$ cat src/design/vm_stack_frame_locals_unit_assert.svh
// Assertion macros for the stack, frame and locals unit.
// Depends on nothing; the asserting file supplies signals named clk and arst_n.
`ifndef VM_STACK_FRAME_LOCALS_UNIT_ASSERT_SVH
`define VM_STACK_FRAME_LOCALS_UNIT_ASSERT_SVH
`ifndef SYNTHESIS
// An invariant that holds at every clock edge out of reset.
`define VMSF_ASSERT(name, expr) \
	name: assert property (@(posedge clk) disable iff (!arst_n) (expr)) \
		else $error("vmsf invariant violated");
// A condition that implies another in the same cycle.
`define VMSF_ASSERT_IMPL(name, pre, post) \
	name: assert property (@(posedge clk) disable iff (!arst_n) (pre) |-> (post)) \
		else $error("vmsf implication violated");
// A condition that implies another in the following cycle.
`define VMSF_ASSERT_NEXT(name, pre, post) \
	name: assert property (@(posedge clk) disable iff (!arst_n) (pre) |=> (post)) \
		else $error("vmsf sequence violated");
`else
`define VMSF_ASSERT(name, expr)
`define VMSF_ASSERT_IMPL(name, pre, post)
`define VMSF_ASSERT_NEXT(name, pre, post)
`endif
`endif

$ cat src/design/vmsf_ram.sv
`timescale 1ns / 1ps
// Generic single-clock RAM with one write port and one registered read port.
// Depends on nothing.
module vmsf_ram #(
	parameter int WIDTH = 8,
	parameter int DEPTH = 16
) (
	input  logic                     clk,
	input  logic                     we,
	input  logic [$clog2(DEPTH)-1:0] waddr,
	input  logic [WIDTH-1:0]         wdata,
	input  logic                     re,
	input  logic [$clog2(DEPTH)-1:0] raddr,
	output logic [WIDTH-1:0]         rdata
);

	logic [WIDTH-1:0] mem [DEPTH];

	// Write and registered read.
	always_ff @(posedge clk) begin
		if (we) begin
			mem[waddr] <= wdata;
		end
		if (re) begin
			rdata <= mem[raddr];
		end
	end

endmodule

$ cat config.mk
export PLATFORM = sky130hd
export DESIGN_NAME = vmsf_ram
export DESIGN_NICKNAME = d
export VERILOG_FILES = /design/src/design/vm_stack_frame_locals_unit_assert.svh /design/src/design/vmsf_ram.sv
export SDC_FILE = /design/constraint.sdc
export NUM_CORES = 1
export LEC_CHECK = 0
export ABC_AREA = 1
export BUFFER_PORTS_ARGS = -buffer_cell sky130_fd_sc_hd__clkbuf_2
export CAP_MARGIN = 20
export CORE_UTILIZATION = 60
export CTS_BUF_LIST = sky130_fd_sc_hd__clkbuf_16
export CTS_CLUSTER_SIZE = 14
export DETAILED_ROUTE_END_ITERATION = 8
export PLACE_DENSITY = 0.78
export SLEW_MARGIN = 25
export SYNTH_ARGS = -nofsm -noshare
export SYNTH_HDL_FRONTEND = slang
export SYNTH_SLANG_ARGS = --single-unit
$ cat constraint.sdc
create_clock -name clk -period 2.35 [get_ports clk]
set_input_delay 0.235 -clock clk [delete_from_list [all_inputs] [get_ports clk]]
set_output_delay 0.235 -clock clk [all_outputs]
set_load 0.01 [all_outputs]
Yosys cells after proc, flatten, opt, wreduce, memory -nomap -nowiden
Memories as Yosys holds them, arrays and structs flattened. A register that Yosys moved wholly into a read port is not among the register bits.
Cells that the tools add are included.
W data, S select, Z words.
{"block": "word_totals", "ff_bits": 0, "ram_bits": 128, "input_bits": 19, "output_inout_bits": 8, "wordCells": 3, "mem_count": 1}
{"name": "mem", "words": 16, "width": 8, "read_ports": 1, "rd_clocked_by_memory_dff": 1, "write_ports": 1, "line": "vmsf_ram.sv:17", "source": "logic [WIDTH-1:0] mem [DEPTH];"}
{"block": "classes", "muxes": 2}
{"op": "$mux W1", "n": 2}

Longest topological paths before layout
Gate-level depths: netlist (run 1).
{"block": "logic_depth", "depth_word": 2, "ltp_mapped": 8, "ltp_nobuf": 7}

Worst setup path before layout (run 1)
Ideal clock, no wire load.
{"block": "synth_timing", "path_kind": "input to register", "start": "input waddr[2]", "end": "memory mem[10][0] (enable)", "setup_time_ns": 0.370, "arrival_ns": 0.816, "required_ns": 1.980, "setup_slack_ns": 1.164, "path_stages": 2, "n_path_buf": 0, "cell_sequence": "nand3b_1 nor2_1"}
{"element": "from (decl)", "line": "vmsf_ram.sv:10", "source": "input logic [$clog2(DEPTH)-1:0] waddr,"}
{"element": "to (decl)", "line": "vmsf_ram.sv:17"}
Straight into the memory's write port.

Final worst setup path (run 1)
{"block": "layout_timing", "start": "input waddr[3]", "end": "memory mem[7][3] (enable)"}
Straight into the memory's write port.

==> metrics.cfg, run 1 <==
[die]
die_width_um=101
ios=27
core_sq_um=9330
floorplan.rows=35
start_util_pct=62.7
fp.dieArea_sq_um=10100
die_height_um=101

[clock_network]
post-cts-setup-buffer-count=0
post_cts_resize_count=0
worstSkewPairLatency_ps=410
clockRootBuffer=sky130_fd_sc_hd__clkbuf_16
tritoncts=done
ctsHtreeMaxLevel=4
clock-sinks=136
worst_setup_hold_path_clk_slew_ps=60
cts_max_path_buffers=2
tritoncts.num_buffers=17
cts-hold-fix-buffers=0

[logic_synthesis]
synth-async-reset-ratio_pct=0
synth_enable_flop_cells=136
synth_sequential_area_ratio_pct=69.8
synthAdderAreaFrac_pct=0
synth_flop_cell=sky130_fd_sc_hd__edfxtp_1
ys.warnings.count=0
yosys-mux-area-fraction_pct=0
ys_ff_latch=136
synth.avg_cell_area_sq_um=10.6
mappedNetlistArea_sq_um=5850
synth_largest_area_cell=sky130_fd_sc_hd__edfxtp_1
synth.top_cells.by_count=sky130_fd_sc_hd__nand2_1, sky130_fd_sc_hd__edfxtp_1, sky130_fd_sc_hd__inv_1
synth_top_area_share_pct=69.8
synth_xor_xnor_area_share_pct=0
combinational_family_with_the_most_area_after_synthesis=simple AND/OR/NAND/NOR gates
synth_compound_area_share_pct=0
synthesis.nets=570
yosys.area_share.simple_pct=20.8
ys_types=11
synth.most_common_cell=sky130_fd_sc_hd__nand2_1
synth.top_cells.by_area=sky130_fd_sc_hd__edfxtp_1, sky130_fd_sc_hd__nand2_1, sky130_fd_sc_hd__nand3_1, sky130_fd_sc_hd__inv_1, sky130_fd_sc_hd__buf_6
syn-instance-count=551

[final_layout]
net_count_reported_at_finish=596
flow.area_growth_from_synthesis_pct=13.6
finalCoreUtilization_pct=71.2
diodes=0
drive_gt1_share_pct=10.3

[route]
dr.pass1.iters=5
drt_first_iter_violations=440
detail_route.wl_per_cell_um=17.7
postRouteWirelength_um=12700
number_of_vias_per_cell_after_detailed_routing=5.46
via_count=3929
remaining_drc_errors=0
route.antenna.remaining_nets=0

[critical_path]
cp.buffers_inverters=1
timing.critical_path.slowest_stage_cell=sky130_fd_sc_hd__nor2_1
worst_path_dominant_cell_family=simple AND/OR/NAND/NOR gates
crit_path_max_incr_delay_ps=770
critical_path_arrival_ps=1380
worstSetupEndpointType=flip-flop
startpoint_type=input pin
timing.reg2reg.setup_slack_ps=1160
req_time_crit_path_ps=2380
cp_max_fo=8
cp_cell_sequence=clkbuf_2, nand3b_1, nor2_1
criticalPathCategory=in -> reg

[pwr]
power_density_nw_per_um2=872
vdd_ir_drop_max_v=0.000571
total_power_w=0.00579
power_leakage_nw=2.85

[place]
globalplace.congestion=0.821
post-dp-hpwl_um=7500
port_buffers=26

[outcome]
status=finished, final reports clean

[timing]
period_needed_ps=1350
final.period_utilization_pct=57.6
rsz0062_at_grt=no
tns_ps=0
setup_violations=0
timing.slew.headroom_pct=37.0
max_clock_freq_ghz=0.739
timing_worst_slew_pin_value_ps=942
hold_violations=0
clock-skew-final_ps=5.19
worst_hold_slack_ps=217
final-max-slew-violation-count=0

[global_routing]
grt.overflow.total=0
groute.usage.overall_pct=27.8
number_of_global_route_vias_before_repair=3831
number_of_antenna_violations_at_the_first_check_in_global_routing=0
grt_start_max_net_pins=65
grt_pass1_wl_um=20200

[hold_path]
hold_path_class=in -> reg

[job]
timing.max_cap.violations=0

cell usage in the layout, fill, tap and decap left out:
cell type,count
sky130_fd_sc_hd__buf_12,2
sky130_fd_sc_hd__nor2_1,17
sky130_fd_sc_hd__clkbuf_16,17
sky130_fd_sc_hd__nand2_1,173
sky130_fd_sc_hd__clkinvlp_4,4
sky130_fd_sc_hd__clkinv_4,1
sky130_fd_sc_hd__clkinv_1,4
sky130_fd_sc_hd__clkinv_2,2
sky130_fd_sc_hd__inv_2,2
sky130_fd_sc_hd__nand3b_1,2
sky130_fd_sc_hd__inv_1,100
sky130_fd_sc_hd__edfxtp_1,136
sky130_fd_sc_hd__nand3_1,97
sky130_fd_sc_hd__clkbuf_2,26
sky130_fd_sc_hd__bufinv_16,4
sky130_fd_sc_hd__buf_4,3
final timing paths:
check / startpoint / endpoint / cells past startpoint
max: waddr[3] / mem[7][3]$_DFFE_PP_ / 3
min: re / rdata[3]$_DFFE_PP_ / 1
max reg2reg: mem[8][0]$_DFFE_PP_ / rdata[0]$_DFFE_PP_ / 6
min reg2reg: mem[14][7]$_DFFE_PP_ / rdata[7]$_DFFE_PP_ / 6
where the power goes:
group / leakage [nW] / internal, W / switching, W
Combinational: 1.33 / 0.0000888 / 0.000236
Clock: 0.285 / 0.00175 / 0.000964
Sequential: 1.24 / 0.00273 / 0.0000160
Total: 2.85 / 0.00458 / 0.00122
registers in the layout, summed over array words and instances (netlist names):
signal and cells:
rdata 8, mem 128
per-layer routing:
| metal | up-vias | wire [um] | track usage (%) |
|---|---|---|---|
| li1 | 1834 | - | - |
| met1 | 1821 | 5220 | 39.4 |
| met2 | 245 | 5920 | 41.7 |
| met3 | 29 | 1240 | 7.28 |
| met4 | 0 | 325 | 11.1 |
| met5 | - | 0 | 0 |
logic make-up (layout without fill, tap and decap cells):
family,Yosys count,count (layout)
buffers and inverters,126,165
flip-flops,136,136
AND/OR/NAND/NOR,289,289
cell type report:
class / count / area (sq um)
fill: 622 / 2680
inverter: 102 / 383
clock buffer: 17 / 425
clock inverter: 15 / 184
tap: 129 / 161
multi-input combinational: 289 / 1210
timing repair buffer: 31 / 193
sequential: 136 / 4080
metrics by stage:
| step | cell area, sq um | std cells | worst slack [ps] |
|---|---|---|---|
| after floorplan | 5850 | 551 | 1160 |
| after detailed placement | 6030 | 687 | 629 |
| after global placement | 6030 | 687 | 696 |
| final | 6640 | 719 | 997 |
| after global routing | 6640 | 719 | 969 |
| after CTS | 6640 | 719 | 1030 |
Power figures use the tool's default switching activity.
==> run 2, diff against run 1 <==
Settings changed: ABC_AREA 1 to 0, CORE_UTILIZATION 60 to 54, PLACE_DENSITY 0.78 to 0.74.
Clock period 2.35 ns to 1.1 ns, I/O delays scaled along.
==> metrics.cfg, run 2 <==
[outcome]
status=complete, but fails checks
violations=setup timing

[logic_synthesis]
synth.top_cells.by_area=sky130_fd_sc_hd__edfxtp_1, sky130_fd_sc_hd__mux4_2, sky130_fd_sc_hd__mux4_1, sky130_fd_sc_hd__a22oi_1, sky130_fd_sc_hd__nor2_1
synth_flop_cell=sky130_fd_sc_hd__edfxtp_1
ys_types=18  ; +7
synth-async-reset-ratio_pct=0  ; unchanged
mappedNetlistArea_sq_um=5230  ; -11%
synthesis.nets=248  ; -56%
syn-instance-count=229  ; -58%
ys_ff_latch=136  ; unchanged
synth_top_area_share_pct=78.1  ; +8.3 points
ys.warnings.count=0  ; unchanged
synth.top_cells.by_count=sky130_fd_sc_hd__edfxtp_1, sky130_fd_sc_hd__mux4_2, sky130_fd_sc_hd__a22oi_1
synth.avg_cell_area_sq_um=22.8  ; +120%
synth_largest_area_cell=sky130_fd_sc_hd__edfxtp_1
synth.most_common_cell=sky130_fd_sc_hd__edfxtp_1
synth_enable_flop_cells=136  ; unchanged
synth_sequential_area_ratio_pct=78.1  ; +8.3 points

[critical_path]
worstRegToRegCells=3  ; -3
req_time_crit_path_ps=1250  ; -1130 ps
criticalPathCategory=reg -> reg
worstSetupStartpoint=mem[3][1]$_DFFE_PP_
cp_max_fo=1  ; -7
startpoint_type=flip-flop
worstSetupEndpointType=flip-flop
timing.reg2reg.setup_slack_ps=-330  ; -1490 ps
endpoint=rdata[1]$_DFFE_PP_
r2r-start=mem[3][1]$_DFFE_PP_
timing.rr.end=rdata[1]$_DFFE_PP_
critical_path_arrival_ps=1580  ; +200 ps

[place]
port_buffers=26  ; unchanged
dp_slack_ps=-564  ; -1190 ps
post-dp-hpwl_um=6460  ; -14%
globalplace.congestion=0.780  ; -5.0%

[die]
ios=27  ; unchanged
core_sq_um=9330  ; unchanged
floorplan.rows=35  ; unchanged
start_util_pct=56.0  ; -6.6 points
die_width_um=100  ; -0.32%
fp.dieArea_sq_um=10100  ; -0.64%
die_height_um=100  ; -0.32%

[pwr]
cell_internal_pwr_w=0.00961  ; +110%
pwr-share-comb_pct=5.4  ; -0.2 points
power_density_nw_per_um2=1890  ; +120%
pwr-share-clk_pct=45.4  ; -1.5 points
vdd_ir_drop_max_v=0.00123  ; +110%
power.sequential.fraction_pct=49.2  ; +1.7 points
power_leakage_nw=2.11  ; -26%
swShare_pct=19.5  ; -1.5 points
switching_power_w=0.00233  ; +92%

[clock_network]
post-cts-setup-buffer-count=0  ; unchanged
worstSkewPairLatency_ps=400  ; about the same
clockRootBuffer=sky130_fd_sc_hd__clkbuf_16
cts-hold-fix-buffers=0  ; unchanged
tritoncts=done
cts_max_path_buffers=2  ; unchanged
clock-sinks=136  ; unchanged
tritoncts.num_buffers=17  ; unchanged
ctsHtreeMaxLevel=4  ; unchanged
worst_setup_hold_path_clk_slew_ps=60  ; about the same

[final_layout]
flow.area_growth_from_synthesis_pct=20.9
largest_registers=mem x128, rdata x8
largest_register_ffs=128  ; unchanged
drive_gt1_share_pct=42.1  ; +32 points
diodes=0  ; unchanged
layout.cells.most_common=sky130_fd_sc_hd__edfxtp_1
top_register=mem
net_count_reported_at_finish=310  ; -48%
layout.cells.most_common_list=sky130_fd_sc_hd__edfxtp_1, sky130_fd_sc_hd__mux4_2, sky130_fd_sc_hd__clkbuf_2, sky130_fd_sc_hd__buf_4, sky130_fd_sc_hd__clkbuf_16

[timing]
tns_ps=-2460  ; -2460 ps
rsz0062_at_grt=yes
max_clock_freq_ghz=0.699
fin_ws_ps=-331  ; -1330 ps
final.period_utilization_pct=130
setup_violations=8  ; +8
hold_violations=0  ; unchanged
timing.slew.headroom_pct=47.8  ; +11 points
period_needed_ps=1430
final-max-slew-violation-count=0  ; unchanged
clock-skew-final_ps=5.09  ; -0.0972 ps
timing_worst_slew_pin_value_ps=780  ; -161 ps

[global_routing]
grt_start_max_net_pins=24  ; -63%
groute.usage.overall_pct=23.4  ; -4.5 points
grt.overflow.total=0  ; unchanged
number_of_antenna_violations_at_the_first_check_in_global_routing=0  ; unchanged
number_of_global_route_vias_before_repair=2680  ; -30%
grt_pass1_wl_um=15800  ; -22%

[route]
dr.pass1.iters=5  ; unchanged
detail_route.wl_per_cell_um=24.0  ; +36%
via_count=2559  ; -35%
number_of_vias_per_cell_after_detailed_routing=5.94  ; +8.7%
drt_first_iter_violations=261  ; -41%
route.antenna.remaining_nets=0  ; unchanged
postRouteWirelength_um=10400  ; -19%
remaining_drc_errors=0  ; unchanged

[job]
timing.max_cap.violations=0  ; unchanged

[hold_path]
worst_hold_path.num_cells=1  ; unchanged
hold_path_class=in -> reg

-- run 2: cell count changes in the layout (fill, tap and decap cells not counted), sizes merged, moves of 2 or more --
cell / change
nand2: -164
inv: -100
nand3: -96
mux4: +32
buf: +23
a22oi: +16
nor2: -4
nor3: +4
clkinvlp: -2
nand2b: +2
-- run 2: layout make-up --
class	count	area, sq um
multi-input combinational	83	1100
clock inverter	13	140
tap	129	161
fill	562	3010
timing repair buffer	53	414
clock buffer	17	425
sequential	136	4080
-- run 2: worst min path at each step --
| stage | start | slack, ps | endpoint |
|---|---|---|---|
| 2_1_floorplan | wdata[0] | 210 | mem[0][0]$_DFFE_PP_ |
| 3_3_place_gp | rdata[6]$_DFFE_PP_ | 530 | rdata[6] |
| 3_5_place_dp | rdata[6]$_DFFE_PP_ | 530 | rdata[6] |
| 4_1_cts | re | 120 | rdata[4]$_DFFE_PP_ |
| 5_1_grt | re | 130 | rdata[4]$_DFFE_PP_ |
| 6_report | re | 130 | rdata[4]$_DFFE_PP_ |
-- run 2: kinds of logic (layout without fill, tap and decap cells) --
family / Yosys count / count (layout) / share of synthesized area (%)
DFF: 136 / 136 / 78.1
and+or+nand+nor: 35 / 35 / 3.14
muxes: 32 / 32 / 14.8
AOI/OAI and AO/OA: 16 / 16 / 2.30
buffers and inverters: 10 / 83 / 1.65
-- run 2: routing by layer --
metal	vias to the layer above	track usage [%]	routed length, um	part of all wire (%)
met5	-	0	0	0
met4	0	9.70	221	2.1
met3	17	4.94	554	5.4
met2	122	37.4	5290	51
met1	1326	31.7	4290	41
li1	1094	-	-	-
-- run 2: repair_timing --
action / CTS / global route
pin swaps: 2 / 2
setup endpoints to repair: 10 / 10
resized for setup: 9 / 3
-- run 2: power groups by stage --
stage / registers (W) / clock network [W] / logic [W]
after global routing: 0.00589 / 0.00569 / 0.000688
after detailed placement: 0.00598 / 0 / 0.000620
after floorplan: 0.00598 / 0 / 0.000331
after global placement: 0.00597 / 0 / 0.000601
final: 0.00588 / 0.00542 / 0.000642
after CTS: 0.00588 / 0.00546 / 0.000648
-- run 2: critical path: stages (launching register included) --
cell	delay [ps]
sky130_fd_sc_hd__edfxtp_1	360
sky130_fd_sc_hd__mux4_2	490
sky130_fd_sc_hd__a22oi_2	220
sky130_fd_sc_hd__nand2_1	100
-- run 2: metrics by stage --
step	instance area [sq um]	hold slack (ps)	util [%]	instances	total power, W
detailed placement	5710	526	61.2	401	0.00660
CTS	6310	121	67.7	431	0.0120
finish	6320	129	67.8	431	0.0119
global route	6320	130	67.8	431	0.0123
floorplan	5260	209	-	229	0.00631
global placement	5710	532	61.2	401	0.00657
==> run 3, diff against run 2 <==
Settings changed: TNS_END_PERCENT set to 20.
==> metrics.cfg, run 3 (same netlist as run 2, synthesis figures left out) <==
[clock_network]
tritoncts=done
worst_setup_hold_path_clk_slew_ps=60  ; about the same
worstSkewPairLatency_ps=400  ; about the same
clockRootBuffer=sky130_fd_sc_hd__clkbuf_16
clock-sinks=136  ; unchanged
cts-hold-fix-buffers=0  ; unchanged
post-cts-setup-buffer-count=0  ; unchanged
cts_max_path_buffers=2  ; unchanged
ctsHtreeMaxLevel=4  ; unchanged
tritoncts.num_buffers=17  ; unchanged

[final_layout]
flow.area_growth_from_synthesis_pct=20.4
layout.cells.non_filler=432  ; +0.23%
layout.cells.most_common_list=sky130_fd_sc_hd__edfxtp_1, sky130_fd_sc_hd__mux4_2, sky130_fd_sc_hd__clkbuf_2, sky130_fd_sc_hd__buf_4, sky130_fd_sc_hd__clkbuf_16
net_count_reported_at_finish=310  ; unchanged
top_register=mem
largest_register_ffs=128  ; unchanged
diodes=0  ; unchanged
largest_registers=mem x128, rdata x8
layout.cells.most_common=sky130_fd_sc_hd__edfxtp_1
finalCoreUtilization_pct=67.5  ; -0.28 points
drive_gt1_share_pct=40.3  ; -1.8 points

[global_routing]
grt.overflow.total=0  ; unchanged
groute.usage.overall_pct=22.9  ; -0.42 points
number_of_global_route_vias_before_repair=2631  ; -1.8%
grt_pass1_wl_um=15500  ; -1.7%
grt_start_max_net_pins=21  ; -13%
number_of_antenna_violations_at_the_first_check_in_global_routing=0  ; unchanged

[pwr]
swShare_pct=19.9  ; +0.36 points
pwr-share-clk_pct=44.5  ; -0.9 points
power.sequential.fraction_pct=50.3  ; +1.1 points
pwr-share-comb_pct=5.2  ; -0.2 points
power_density_nw_per_um2=1860  ; -1.5%
total_power_w=0.0117  ; -1.9%
power_leakage_nw=2.13  ; +0.67%
vdd_ir_drop_max_v=0.00120  ; -2.4%
cell_internal_pwr_w=0.00938  ; -2.4%
switching_power_w=0.00233  ; -0.15%

[outcome]
violations=setup timing
status=complete, but fails checks

[die]
die_height_um=100  ; unchanged
fp.dieArea_sq_um=10100  ; unchanged
start_util_pct=56.0  ; unchanged
die_width_um=100  ; unchanged
core_sq_um=9330  ; unchanged
floorplan.rows=35  ; unchanged
ios=27  ; unchanged

[critical_path]
cp_max_fo=1  ; unchanged
worstSetupEndpointType=flip-flop
worstRegToRegCells=3  ; unchanged
cp_cell_sequence=mux4_2, a22oi_2, nand2_1
timing.critical_path.depth=3  ; unchanged
req_time_crit_path_ps=1240  ; about the same
crit_path_max_incr_delay_ps=500  ; about the same
timing.critical_path.slowest_stage_cell=sky130_fd_sc_hd__mux4_2
worst_path_dominant_cell_family=multiplexers
critical_path_arrival_ps=1600  ; +20 ps
cp.buffers_inverters=0  ; unchanged
criticalPathCategory=reg -> reg
startpoint_type=flip-flop

[timing]
rsz0062_at_grt=yes
hold_violations=0  ; unchanged
final-max-slew-violation-count=0  ; unchanged
max_clock_freq_ghz=0.686  ; -1.8%
setup_violations=9  ; +1
fin_ws_ps=-357  ; -25.7 ps
timing_worst_slew_pin_value_ps=891  ; +111 ps
period_needed_ps=1460  ; +25.7 ps
final.period_utilization_pct=132  ; +2.3 points
clock-skew-final_ps=8.48  ; +3.39 ps
worst_hold_slack_ps=118  ; -11.1 ps
timing.slew.headroom_pct=40.5  ; -7.3 points

[hold_path]
worst_hold_path.num_cells=1  ; unchanged
hold_path_class=in -> reg

[route]
postRouteWirelength_um=10200  ; -1.2%
drt_first_iter_violations=167  ; -36%
dr.pass1.iters=5  ; unchanged
route.antenna.remaining_nets=0  ; unchanged
remaining_drc_errors=0  ; unchanged
number_of_vias_per_cell_after_detailed_routing=5.75  ; -3.2%
via_count=2483  ; -3.0%
detail_route.wl_per_cell_um=23.7  ; -1.4%

[job]
timing.max_cap.violations=0  ; unchanged

[place]
port_buffers=26  ; unchanged
dp_cells=401  ; unchanged
post-dp-hpwl_um=6420  ; -0.71%
globalplace.congestion=0.732  ; -6.2%

-- run 3: cell types whose count changed in the layout (fill, tap and decap cells not counted), moves of 2 or more --
cell                         change
sky130_fd_sc_hd__buf_12          +3
sky130_fd_sc_hd__buf_4           -3
sky130_fd_sc_hd__clkinv_2        +3
sky130_fd_sc_hd__nor2_2          +3
sky130_fd_sc_hd__nor2_4          -3
sky130_fd_sc_hd__nor3_1          +3
sky130_fd_sc_hd__nor3_2          -3
sky130_fd_sc_hd__a22oi_1         +2
sky130_fd_sc_hd__a22oi_2         -2
sky130_fd_sc_hd__clkinvlp_4      -2
-- run 3: worst paths after layout --
path	from	end	slack (ps)
setup / recovery	mem[3][7]$_DFFE_PP_	rdata[7]$_DFFE_PP_	-360
hold / removal	wdata[7]	mem[9][7]$_DFFE_PP_	120
hold reg to reg	mem[15][3]$_DFFE_PP_	rdata[3]$_DFFE_PP_	740
setup reg to reg	mem[3][7]$_DFFE_PP_	rdata[7]$_DFFE_PP_	-360
-- run 3: metrics by stage --
step,cell area (sq um),TNS [ps],worst slack [ps]
after CTS,6280,-2560,-365
after global placement,5720,-15080,-553
after detailed placement,5720,-17980,-562
final,6290,-2400,-357
after global routing,6290,-2740,-375
after floorplan,5230,-7720,-210
-- run 3: layer usage --
layer / part of all wire (%) / routed length, um / vias to the layer above / global-route usage, %
met3: 5.1 / 519 / 15 / 5.50
met5: 0 / 0 / - / 0
met4: 1.7 / 175 / 0 / 10.8
met1: 41 / 4170 / 1290 / 30.5
met2: 52 / 5370 / 84 / 36.3
li1: - / - / 1094 / -
-- run 3: area by class of cell --
class	count	area, sq um
sequential	136	4080
clock buffer	17	425
multi-input combinational	83	1060
timing repair buffer	53	445
fill	564	3030
tap	129	161
clock inverter	14	119
-- run 3: worst register-to-register path, stage by stage (launching register included) --
cell and delay, ps:
sky130_fd_sc_hd__edfxtp_1 390, sky130_fd_sc_hd__mux4_2 500, sky130_fd_sc_hd__a22oi_2 230, sky130_fd_sc_hd__nand2_1 80
-- run 3: power by group through the flow --
stage / clock network, W / registers, W / logic (W)
4_1_cts: 0.00525 / 0.00589 / 0.000610
3_3_place_gp: 0 / 0.00598 / 0.000579
5_1_grt: 0.00546 / 0.00589 / 0.000652
3_5_place_dp: 0 / 0.00599 / 0.000596
6_report: 0.00521 / 0.00589 / 0.000607
2_1_floorplan: 0 / 0.00598 / 0.000325
-- run 3: timing repair --
item / CTS / global route
resized for setup: 4 / 2
pin swaps: 2 / 1
setup endpoints to repair: 10 / 10
